===== config.mk =====
export PLATFORM = sky130hd
export DESIGN_NAME = ir_remote_press_repeat_unit
export DESIGN_NICKNAME = d
export VERILOG_FILES = /design/src/rtl/irrpr_pkg.sv /design/src/rtl/irrpr_alu.sv /design/src/rtl/ir_remote_press_repeat_unit.sv
export SDC_FILE = /design/constraint.sdc
export NUM_CORES = 1
export LEC_CHECK = 0
export ABC_AREA = 0
export BUFFER_PORTS_ARGS = -buffer_cell sky130_fd_sc_hd__buf_2
export CAP_MARGIN = 20
export CORE_MARGIN = 2
export CORE_UTILIZATION = 35
export DETAILED_ROUTE_END_ITERATION = 7
export PLACE_DENSITY_LB_ADDON = 0.08
export SYNTH_ARGS = -nofsm -noshare
export SYNTH_HDL_FRONTEND = slang
export SYNTH_SLANG_ARGS = --single-unit
export TNS_END_PERCENT = 50

===== constraint.sdc =====
create_clock -name clock -period 19 [get_ports clock]
set_clock_uncertainty 0.2 [all_clocks]
set_input_delay 2.85 -clock clock [delete_from_list [all_inputs] [get_ports clock]]
set_output_delay 2.85 -clock clock [all_outputs]
set_load 0.005 [all_outputs]

===== src/rtl/irrpr_pkg.sv =====
// ----------------------------------------------------------------------------
// irrpr_pkg
// Types, codes and constants shared by the IR remote press/repeat unit.
// ----------------------------------------------------------------------------
`default_nettype none

package irrpr_pkg;

   localparam logic [7:0]  OWN_BUS              = 8'd0;
   localparam logic [7:0]  PRESS_CHANNEL        = 8'd0;
   localparam logic [7:0]  LAST_RX_CHANNEL      = 8'd1;
   localparam int          MAX_REPEATS_PER_TICK = 63;
   localparam int          TICK_CNT_W           = 6;

   localparam logic [19:0] PERIOD_RESET  = 20'd108000;
   localparam logic [7:0]  PRESS_MIN_LEN = 8'd3;
   localparam logic [7:0]  READ_MIN_LEN  = 8'd2;
   localparam logic [15:0] CODE_BITS     = 16'd16;
   localparam logic [1:0]  READ_LEN      = 2'd2;

   localparam int REQ_DATA_W  = 128;
   localparam int REQ_USER_W  = 4;
   localparam int RSP_DATA_W  = 168;
   localparam int RSP_USER_W  = 3;

   typedef enum logic [1:0] {
      OP_WRITE   = 2'd0,
      OP_READ    = 2'd1,
      OP_FRAME   = 2'd2,
      OP_ADVANCE = 2'd3
   } op_type;

   typedef enum logic [1:0] {
      FK_CODE    = 2'd0,
      FK_REPEAT  = 2'd1,
      FK_UNKNOWN = 2'd2,
      FK_SPARE   = 2'd3
   } frame_kind_type;

   typedef enum logic [2:0] {
      RK_WRITE_STATUS = 3'd0,
      RK_READ_REPLY   = 3'd1,
      RK_FRAME_DONE   = 3'd2,
      RK_CODE_SENT    = 3'd3,
      RK_REPEAT_SENT  = 3'd4,
      RK_ADVANCE_DONE = 3'd5
   } result_kind_type;

   typedef enum logic [2:0] {
      ST_IDLE,
      ST_DISPATCH,
      ST_PRESS_ADD,
      ST_STATUS,
      ST_TICK_CMP,
      ST_TICK_STEP,
      ST_DONE
   } state_type;

   // operands of the shared 64-bit adder
   typedef struct packed {
      logic [63:0] a;
      logic [63:0] b;
      logic        cin;
   } alu_req_type;

   typedef struct packed {
      logic [63:0] sum;
      logic        cout;
   } alu_rsp_type;

endpackage

`default_nettype wire


===== src/rtl/irrpr_alu.sv =====
// ----------------------------------------------------------------------------
// irrpr_alu
// Shared 64-bit adder: schedule additions and the due-time compare
// (a + ~b + 1, carry out set when a >= b).
// ----------------------------------------------------------------------------
`default_nettype none

module irrpr_alu (
   input  irrpr_pkg::alu_req_type req,
   output irrpr_pkg::alu_rsp_type rsp
);
   import irrpr_pkg::*;

   logic [64:0] total;

   assign total    = {1'b0, req.a} + {1'b0, req.b} + {64'd0, req.cin};
   assign rsp.sum  = total[63:0];
   assign rsp.cout = total[64];

endmodule

`default_nettype wire


===== src/rtl/ir_remote_press_repeat_unit.sv =====
// ----------------------------------------------------------------------------
// ir_remote_press_repeat_unit
// Frame-level IR remote: press writes, last-received reads, received frames
// and time advances that send due repeat frames through one shared adder.
// ----------------------------------------------------------------------------
//  channel  | direction | words
//  req_*    | in        | one operation per word
//  rsp_*    | out       | 1..64 result words per operation, tlast on the final
//  csr_*    | in        | repeat period write, no read-back
//
//  A press with repeats takes an extra adder step for the due time; a time
//  advance takes a compare, then an add, for each repeat frame sent.
//  Reset: synchronous; period to 108000 us, all else but latched data to zero.
//  req_tready is high only in idle; a held rsp word stalls the sequencer.
// ----------------------------------------------------------------------------
`default_nettype none

module ir_remote_press_repeat_unit (
   input  wire                                  clock,
   input  wire                                  reset,
   input  wire                                  req_tvalid,
   output logic                                 req_tready,
   // channel[7:0] length[15:8] byte_zero[23:16] byte_one[31:24]
   // repeat_request[39:32] bus_number[47:40] frame_bits[63:48] now_us[127:64]
   input  wire  [irrpr_pkg::REQ_DATA_W-1:0]     req_tdata,
   // operation[1:0] frame_kind[3:2]
   input  wire  [irrpr_pkg::REQ_USER_W-1:0]     req_tuser,
   output logic                                 rsp_tvalid,
   input  wire                                  rsp_tready,
   // accepted[0] tx_address[8:1] tx_command[16:9] rx_address[24:17]
   // rx_command[32:25] reply_length[34:33] sent_total[66:35]
   // received_total[98:67] key_held[99] wake_time_us[163:100] zero[167:164]
   output logic [irrpr_pkg::RSP_DATA_W-1:0]     rsp_tdata,
   // result_kind[2:0]
   output logic [irrpr_pkg::RSP_USER_W-1:0]     rsp_tuser,
   output logic                                 rsp_tlast,
   input  wire                                  csr_wen,
   input  wire  [19:0]                          csr_wdata
);
   import irrpr_pkg::*;

   state_type       state_ff, state_in;
   logic [19:0]     period_ff;

   logic            holding_ff, holding_in;
   logic [7:0]      repeats_ff, repeats_in;
   logic [63:0]     due_ff, due_in;
   logic [7:0]      press_addr_ff, press_addr_in;
   logic [7:0]      press_cmd_ff, press_cmd_in;
   logic [7:0]      rx_addr_ff, rx_addr_in;
   logic [7:0]      rx_cmd_ff, rx_cmd_in;
   logic [31:0]     sent_ff, sent_in;
   logic [31:0]     recv_ff, recv_in;
   logic [TICK_CNT_W-1:0] tick_cnt_ff, tick_cnt_in;

   // latched operation
   op_type          op_ff;
   frame_kind_type  fkind_ff;
   logic [7:0]      chan_ff, len_ff, b0_ff, b1_ff, rep_ff, bus_ff;
   logic [15:0]     fbits_ff;
   logic [63:0]     now_ff;

   logic                       rsp_valid_ff, rsp_valid_in;
   logic [RSP_DATA_W-1:0]      rsp_data_ff, rsp_data_in;
   logic [RSP_USER_W-1:0]      rsp_user_ff, rsp_user_in;
   logic                       rsp_last_ff, rsp_last_in;

   alu_req_type     alu_req;
   alu_rsp_type     alu_rsp;

   logic            out_free;
   logic            emit;
   result_kind_type o_kind;
   logic            o_acc, o_last;
   logic [7:0]      o_txa, o_txc, o_rxa, o_rxc;
   logic [1:0]      o_rlen;
   logic            press_ok, read_ok;

   irrpr_alu u_alu (
      .req (alu_req),
      .rsp (alu_rsp)
   );

   assign out_free   = !rsp_valid_ff || rsp_tready;
   assign req_tready = (state_ff == ST_IDLE);
   assign press_ok   = (chan_ff == PRESS_CHANNEL) && (len_ff >= PRESS_MIN_LEN);
   assign read_ok    = (chan_ff == LAST_RX_CHANNEL) && (len_ff >= READ_MIN_LEN);

   always_comb begin
      state_in      = state_ff;
      holding_in    = holding_ff;
      repeats_in    = repeats_ff;
      due_in        = due_ff;
      press_addr_in = press_addr_ff;
      press_cmd_in  = press_cmd_ff;
      rx_addr_in    = rx_addr_ff;
      rx_cmd_in     = rx_cmd_ff;
      sent_in       = sent_ff;
      recv_in       = recv_ff;
      tick_cnt_in   = tick_cnt_ff;
      alu_req.a     = now_ff;
      alu_req.b     = {44'd0, period_ff};
      alu_req.cin   = 1'b0;
      emit          = 1'b0;
      o_kind        = RK_WRITE_STATUS;
      o_acc         = 1'b0;
      o_last        = 1'b0;
      o_txa         = 8'd0;
      o_txc         = 8'd0;
      o_rxa         = 8'd0;
      o_rxc         = 8'd0;
      o_rlen        = 2'd0;

      unique case (state_ff)
         ST_IDLE: begin
            if (req_tvalid) begin
               state_in = ST_DISPATCH;
            end
         end
         ST_DISPATCH: begin
            tick_cnt_in = '0;
            if (out_free) begin
               unique case (op_ff)
                  OP_WRITE: begin
                     emit = 1'b1;
                     if (press_ok) begin
                        press_addr_in = b0_ff;
                        press_cmd_in  = b1_ff;
                        sent_in       = sent_ff + 32'd1;
                        repeats_in    = rep_ff;
                        o_kind        = RK_CODE_SENT;
                        o_txa         = b0_ff;
                        o_txc         = b1_ff;
                        state_in      = (rep_ff != 8'd0) ? ST_PRESS_ADD : ST_STATUS;
                     end else begin
                        o_last   = 1'b1;
                        state_in = ST_IDLE;
                     end
                  end
                  OP_READ: begin
                     emit     = 1'b1;
                     o_kind   = RK_READ_REPLY;
                     o_last   = 1'b1;
                     if (read_ok) begin
                        o_acc  = 1'b1;
                        o_rxa  = rx_addr_ff;
                        o_rxc  = rx_cmd_ff;
                        o_rlen = READ_LEN;
                     end
                     state_in = ST_IDLE;
                  end
                  OP_FRAME: begin
                     if (bus_ff == OWN_BUS) begin
                        if (fkind_ff == FK_REPEAT && fbits_ff == 16'd0) begin
                           recv_in = recv_ff + 32'd1;
                        end else if (fkind_ff == FK_CODE && fbits_ff == CODE_BITS) begin
                           rx_addr_in = b0_ff;
                           rx_cmd_in  = b1_ff;
                           recv_in    = recv_ff + 32'd1;
                        end
                     end
                     emit     = 1'b1;
                     o_kind   = RK_FRAME_DONE;
                     o_last   = 1'b1;
                     state_in = ST_IDLE;
                  end
                  OP_ADVANCE: begin
                     state_in = ST_TICK_CMP;
                  end
               endcase
            end
         end
         ST_PRESS_ADD: begin
            repeats_in = repeats_ff - 8'd1;
            holding_in = 1'b1;
            due_in     = alu_rsp.sum;
            state_in   = ST_STATUS;
         end
         ST_STATUS: begin
            if (out_free) begin
               emit     = 1'b1;
               o_acc    = 1'b1;
               o_last   = 1'b1;
               state_in = ST_IDLE;
            end
         end
         ST_TICK_CMP: begin
            alu_req.a   = now_ff;
            alu_req.b   = ~due_ff;
            alu_req.cin = 1'b1;
            if (tick_cnt_ff != TICK_CNT_W'(MAX_REPEATS_PER_TICK) && holding_ff
                && alu_rsp.cout) begin
               state_in = ST_TICK_STEP;
            end else begin
               state_in = ST_DONE;
            end
         end
         ST_TICK_STEP: begin
            alu_req.a = due_ff;
            if (out_free) begin
               tick_cnt_in = tick_cnt_ff + TICK_CNT_W'(1);
               sent_in     = sent_ff + 32'd1;
               if (repeats_ff == 8'd0) begin
                  holding_in = 1'b0;
               end else begin
                  repeats_in = repeats_ff - 8'd1;
                  due_in     = alu_rsp.sum;
               end
               emit     = 1'b1;
               o_kind   = RK_REPEAT_SENT;
               state_in = ST_TICK_CMP;
            end
         end
         ST_DONE: begin
            if (out_free) begin
               emit     = 1'b1;
               o_kind   = RK_ADVANCE_DONE;
               o_last   = 1'b1;
               state_in = ST_IDLE;
            end
         end
         default: begin
            state_in = ST_IDLE;
         end
      endcase

      // result word carries state after this step's update
      rsp_data_in = {4'd0, due_in, holding_in, recv_in, sent_in, o_rlen,
                     o_rxc, o_rxa, o_txc, o_txa, o_acc};
      rsp_user_in = o_kind;
      rsp_last_in = o_last;
      if (emit) begin
         rsp_valid_in = 1'b1;
      end else if (rsp_tready) begin
         rsp_valid_in = 1'b0;
      end else begin
         rsp_valid_in = rsp_valid_ff;
      end
   end

   always_ff @(posedge clock) begin
      if (reset) begin
         state_ff      <= ST_IDLE;
         period_ff     <= PERIOD_RESET;
         holding_ff    <= 1'b0;
         repeats_ff    <= 8'd0;
         due_ff        <= 64'd0;
         press_addr_ff <= 8'd0;
         press_cmd_ff  <= 8'd0;
         rx_addr_ff    <= 8'd0;
         rx_cmd_ff     <= 8'd0;
         sent_ff       <= 32'd0;
         recv_ff       <= 32'd0;
         tick_cnt_ff   <= '0;
         rsp_valid_ff  <= 1'b0;
      end else begin
         state_ff      <= state_in;
         holding_ff    <= holding_in;
         repeats_ff    <= repeats_in;
         due_ff        <= due_in;
         press_addr_ff <= press_addr_in;
         press_cmd_ff  <= press_cmd_in;
         rx_addr_ff    <= rx_addr_in;
         rx_cmd_ff     <= rx_cmd_in;
         sent_ff       <= sent_in;
         recv_ff       <= recv_in;
         tick_cnt_ff   <= tick_cnt_in;
         rsp_valid_ff  <= rsp_valid_in;
         if (csr_wen) begin
            period_ff <= csr_wdata;
         end
      end
   end

   always_ff @(posedge clock) begin
      if (req_tvalid && req_tready) begin
         op_ff    <= op_type'(req_tuser[1:0]);
         fkind_ff <= frame_kind_type'(req_tuser[3:2]);
         chan_ff  <= req_tdata[7:0];
         len_ff   <= req_tdata[15:8];
         b0_ff    <= req_tdata[23:16];
         b1_ff    <= req_tdata[31:24];
         rep_ff   <= req_tdata[39:32];
         bus_ff   <= req_tdata[47:40];
         fbits_ff <= req_tdata[63:48];
         now_ff   <= req_tdata[127:64];
      end
      if (emit) begin
         rsp_data_ff <= rsp_data_in;
         rsp_user_ff <= rsp_user_in;
         rsp_last_ff <= rsp_last_in;
      end
   end

   assign rsp_tvalid = rsp_valid_ff;
   assign rsp_tdata  = rsp_data_ff;
   assign rsp_tuser  = rsp_user_ff;
   assign rsp_tlast  = rsp_last_ff;

endmodule

`default_nettype wire

==> flow_summary.ini <==
[worst_setup_path]
startpoint_type = register
required_ns = 19.12
reg2reg_depth = 16
r2r-start = state_ff[1]
worstPathMaxFanout = 46
end_kind = register
arrival_ns = 5.74
crit_type = register to register
worstReg2RegEnd = rsp_tdata[144]
r2r_slack_ns = 13.38

[placement]
port_buffers = 325
dpl_worst_slack_ns = 13.10
finalWeightedCongestion = 0.899
dp_hpwl_um = 44400

[die]
die_w_um = 259
ioPinCount = 331
design.die.area_um2 = 66900
initial_core_util_pct = 35.3
die_height_um = 259
rows = 93
fp.coreArea_um2 = 64200

[clocking]
cts_setup_buffers = 0
clk_latency_ns = 0.62
htree_levels = 2
post_cts_resized = 0
hold_buffers = 0
cts-root-buf = clkbuf_16
clk_pin_slew_ns = 0.06
cts.sinks = 482
cts_buffer_depth = 3
cts_made_buffers = 55
cts_tree = yes

[sta]
hold_viol_final = 0
relSlewSlack_pct = 25.3
setup_tns_ns = 0
finalSetupViolCount = 0
fin_ws_ns = 13.38
fin_crit_sh_pct = 29.6
tightest_slew_ns = 1.12
rsz0062_at_grt = no
fmax_ghz = 0.178
finalCriticalPeriod_ns = 5.62
drv_slew = 0

[power_and_ir_drop]
finalPower_w = 0.00270
leakagePower_nw = 10.6
ir_drop_mv = 0.0681
p_per_area_nw_per_um2 = 100

[logic_synthesis]
netlist_top_cells_count = edfxtp_1 (299), nor2_1 (203), nand2_1 (199), dfxtp_1 (183), a21oi_1 (176)
synthCells = 2095
synth.most_common_cell = edfxtp_1
synth.cell_area_um2 = 22700
ys_types = 88
ys_seq_area_share_pct = 55.7
yosys_warnings = 0
async_flop_share_pct = 0
ys.flop_type = edfxtp_1
ys_seq_elements = 482
synth-edff-count = 299
avgSynthCellArea_um2 = 10.8
synth_area_leaders = edfxtp_1 (40%), dfxtp_1 (16%), ha_1 (4.0%)
synth_area_leader_cell = edfxtp_1
synth.top_cell.area_share_pct = 39.6

[worst_hold_path]
whs_path_depth = 2
min-delay-start = rx_cmd_ff[1]
hold-path-endpoint = rx_cmd_ff[1]
hold_path.class = register to register

[final_layout]
regArea_um2 = 12600
fill_cells = 6263
drive_gt1_share_pct = 22.3
multi_input_area_um2 = 9490
area_growth_pct = 19.1
fin_nets = 2611

[global_routing]
antenna_found_initial = 7
grt_usage_pct = 18.4
grt_max_degree = 96
grt_overflow = 0
grt_pass1_vias = 16700
grt_pass1_wl_um = 95800

[routing]
vias_per_cell = 5.03
ant_nets = 0
drtPass1Iterations = 5
wl_per_cell_um = 18.8
drc = 0
routed_wl_um = 62000
drtIter0Drc = 853
vias = 16500

[run]
drv_cap = 0

[status]
status = finished clean
-- worst max path at each step --
stage           startpoint        endpoint  slack [ns]  cells after the start
3_3_place_gp    rsp_tready  rsp_tdata[156]       13.04                      7
5_1_grt        state_ff[1]  rsp_tdata[158]       12.81                     14
2_1_floorplan   rsp_tready    rsp_tdata[0]        5.86                      3
6_report       state_ff[1]  rsp_tdata[144]       13.38                     16
3_5_place_dp    rsp_tready  rsp_tdata[156]       13.10                      7
4_1_cts        state_ff[1]  rsp_tdata[144]       13.37                     16
-- state kept, by name (all words and copies together), names as in the netlist, 16 cells and up --
signal     flops
rsp_tdata    163
due_ff        64
now_ff        64
recv_ff       32
sent_ff       32
period_ff     20
fbits_ff      16
-- layout by cell type (no fill, tap or decap), types with 28 or more instances in the layout --
cell       count
a21oi_1      176
edfxtp_1     299
o21ai_0       82
buf_2        326
xor2_1        45
ha_1          72
dfxtp_1      183
and2_1       135
xnor2_1       71
a21o_1        28
clkbuf_16     60
nor3_1        30
nand4_1       45
mux2i_1       29
a211oi_1      33
nor2_1       202
nand2_1      197
mux2_2        69
inv_1         28
nand3_1       36
-- area by class of cell --
cell class	instances	area share, %
Clock inverter	29	1.33
Clock buffer	75	5.84
Sequential cell	482	46.8
Timing Repair Buffer	340	6.43
Antenna cell	6	0.0556
Multi-Input combinational cell	1472	35.2
Inverter	29	0.403
Tap cell	855	3.96
-- logic make-up after synthesis --
family          after synthesis  share of synthesized area [%]
compound gates              419                           11.6
xor+xnor                    116                           4.48
fa+ha+maj                    74                           4.15
buf+inv                     145                           2.62
flops                       482                           55.7
mux                          98                           4.71
other cells                   1                         0.0165
simple gates                760                           16.7
-- metrics by stage --
| step | area, µm² | std cells | utilization (%) | hold slack [ns] |
|---|---|---|---|---|
| 6_report | 27000 | 3288 | 42.0 | 0.245 |
| 5_1_grt | 27000 | 3287 | 42.0 | 0.270 |
| 4_1_cts | 27000 | 3281 | 42.0 | 0.248 |
| 3_5_place_dp | 25000 | 3177 | 39.0 | 0.240 |
| 3_3_place_gp | 25000 | 3176 | 39.0 | 0.235 |
| 2_1_floorplan | 22700 | 2099 | - | 0.227 |
-- power breakdown --
| part | total [W] | switching (W) | leakage (nW) | internal, W |
|---|---|---|---|---|
| sequential | 0.00122 | 0.0000294 | 4.27 | 0.00119 |
| combinational | 0.000373 | 0.000239 | 5.37 | 0.000134 |
| clock | 0.00111 | 0.000443 | 0.937 | 0.000669 |
| total | 0.00270 | 0.000711 | 10.6 | 0.00199 |
-- per-layer routing --
layer / part of all wire [%] / up-vias / global-route usage, %
met5: 0.021 / - / 0
met4: 2.6 / 2 / 6.02
met3: 4.4 / 101 / 3.06
met2: 49 / 372 / 31.7
met1: 44 / 7912 / 23.4
li1: - / 8140 / -
-- critical path, stage by stage (launching register included) --
cell      delay, ns
dfxtp_1        0.66
nor2_1         0.20
nand2_2        0.63
nor2_1         0.09
a21oi_1        0.21
fa_1           0.26
inv_1          0.06
fa_1           0.42
a211oi_1       0.33
o211ai_1       0.19
a21oi_1        0.27
o21ai_2        0.16
a31o_2         0.33
a31oi_1        0.50
a31oi_1        0.37
xnor2_1        0.32
a21oi_1        0.11
Power figures use the tool's default switching activity.
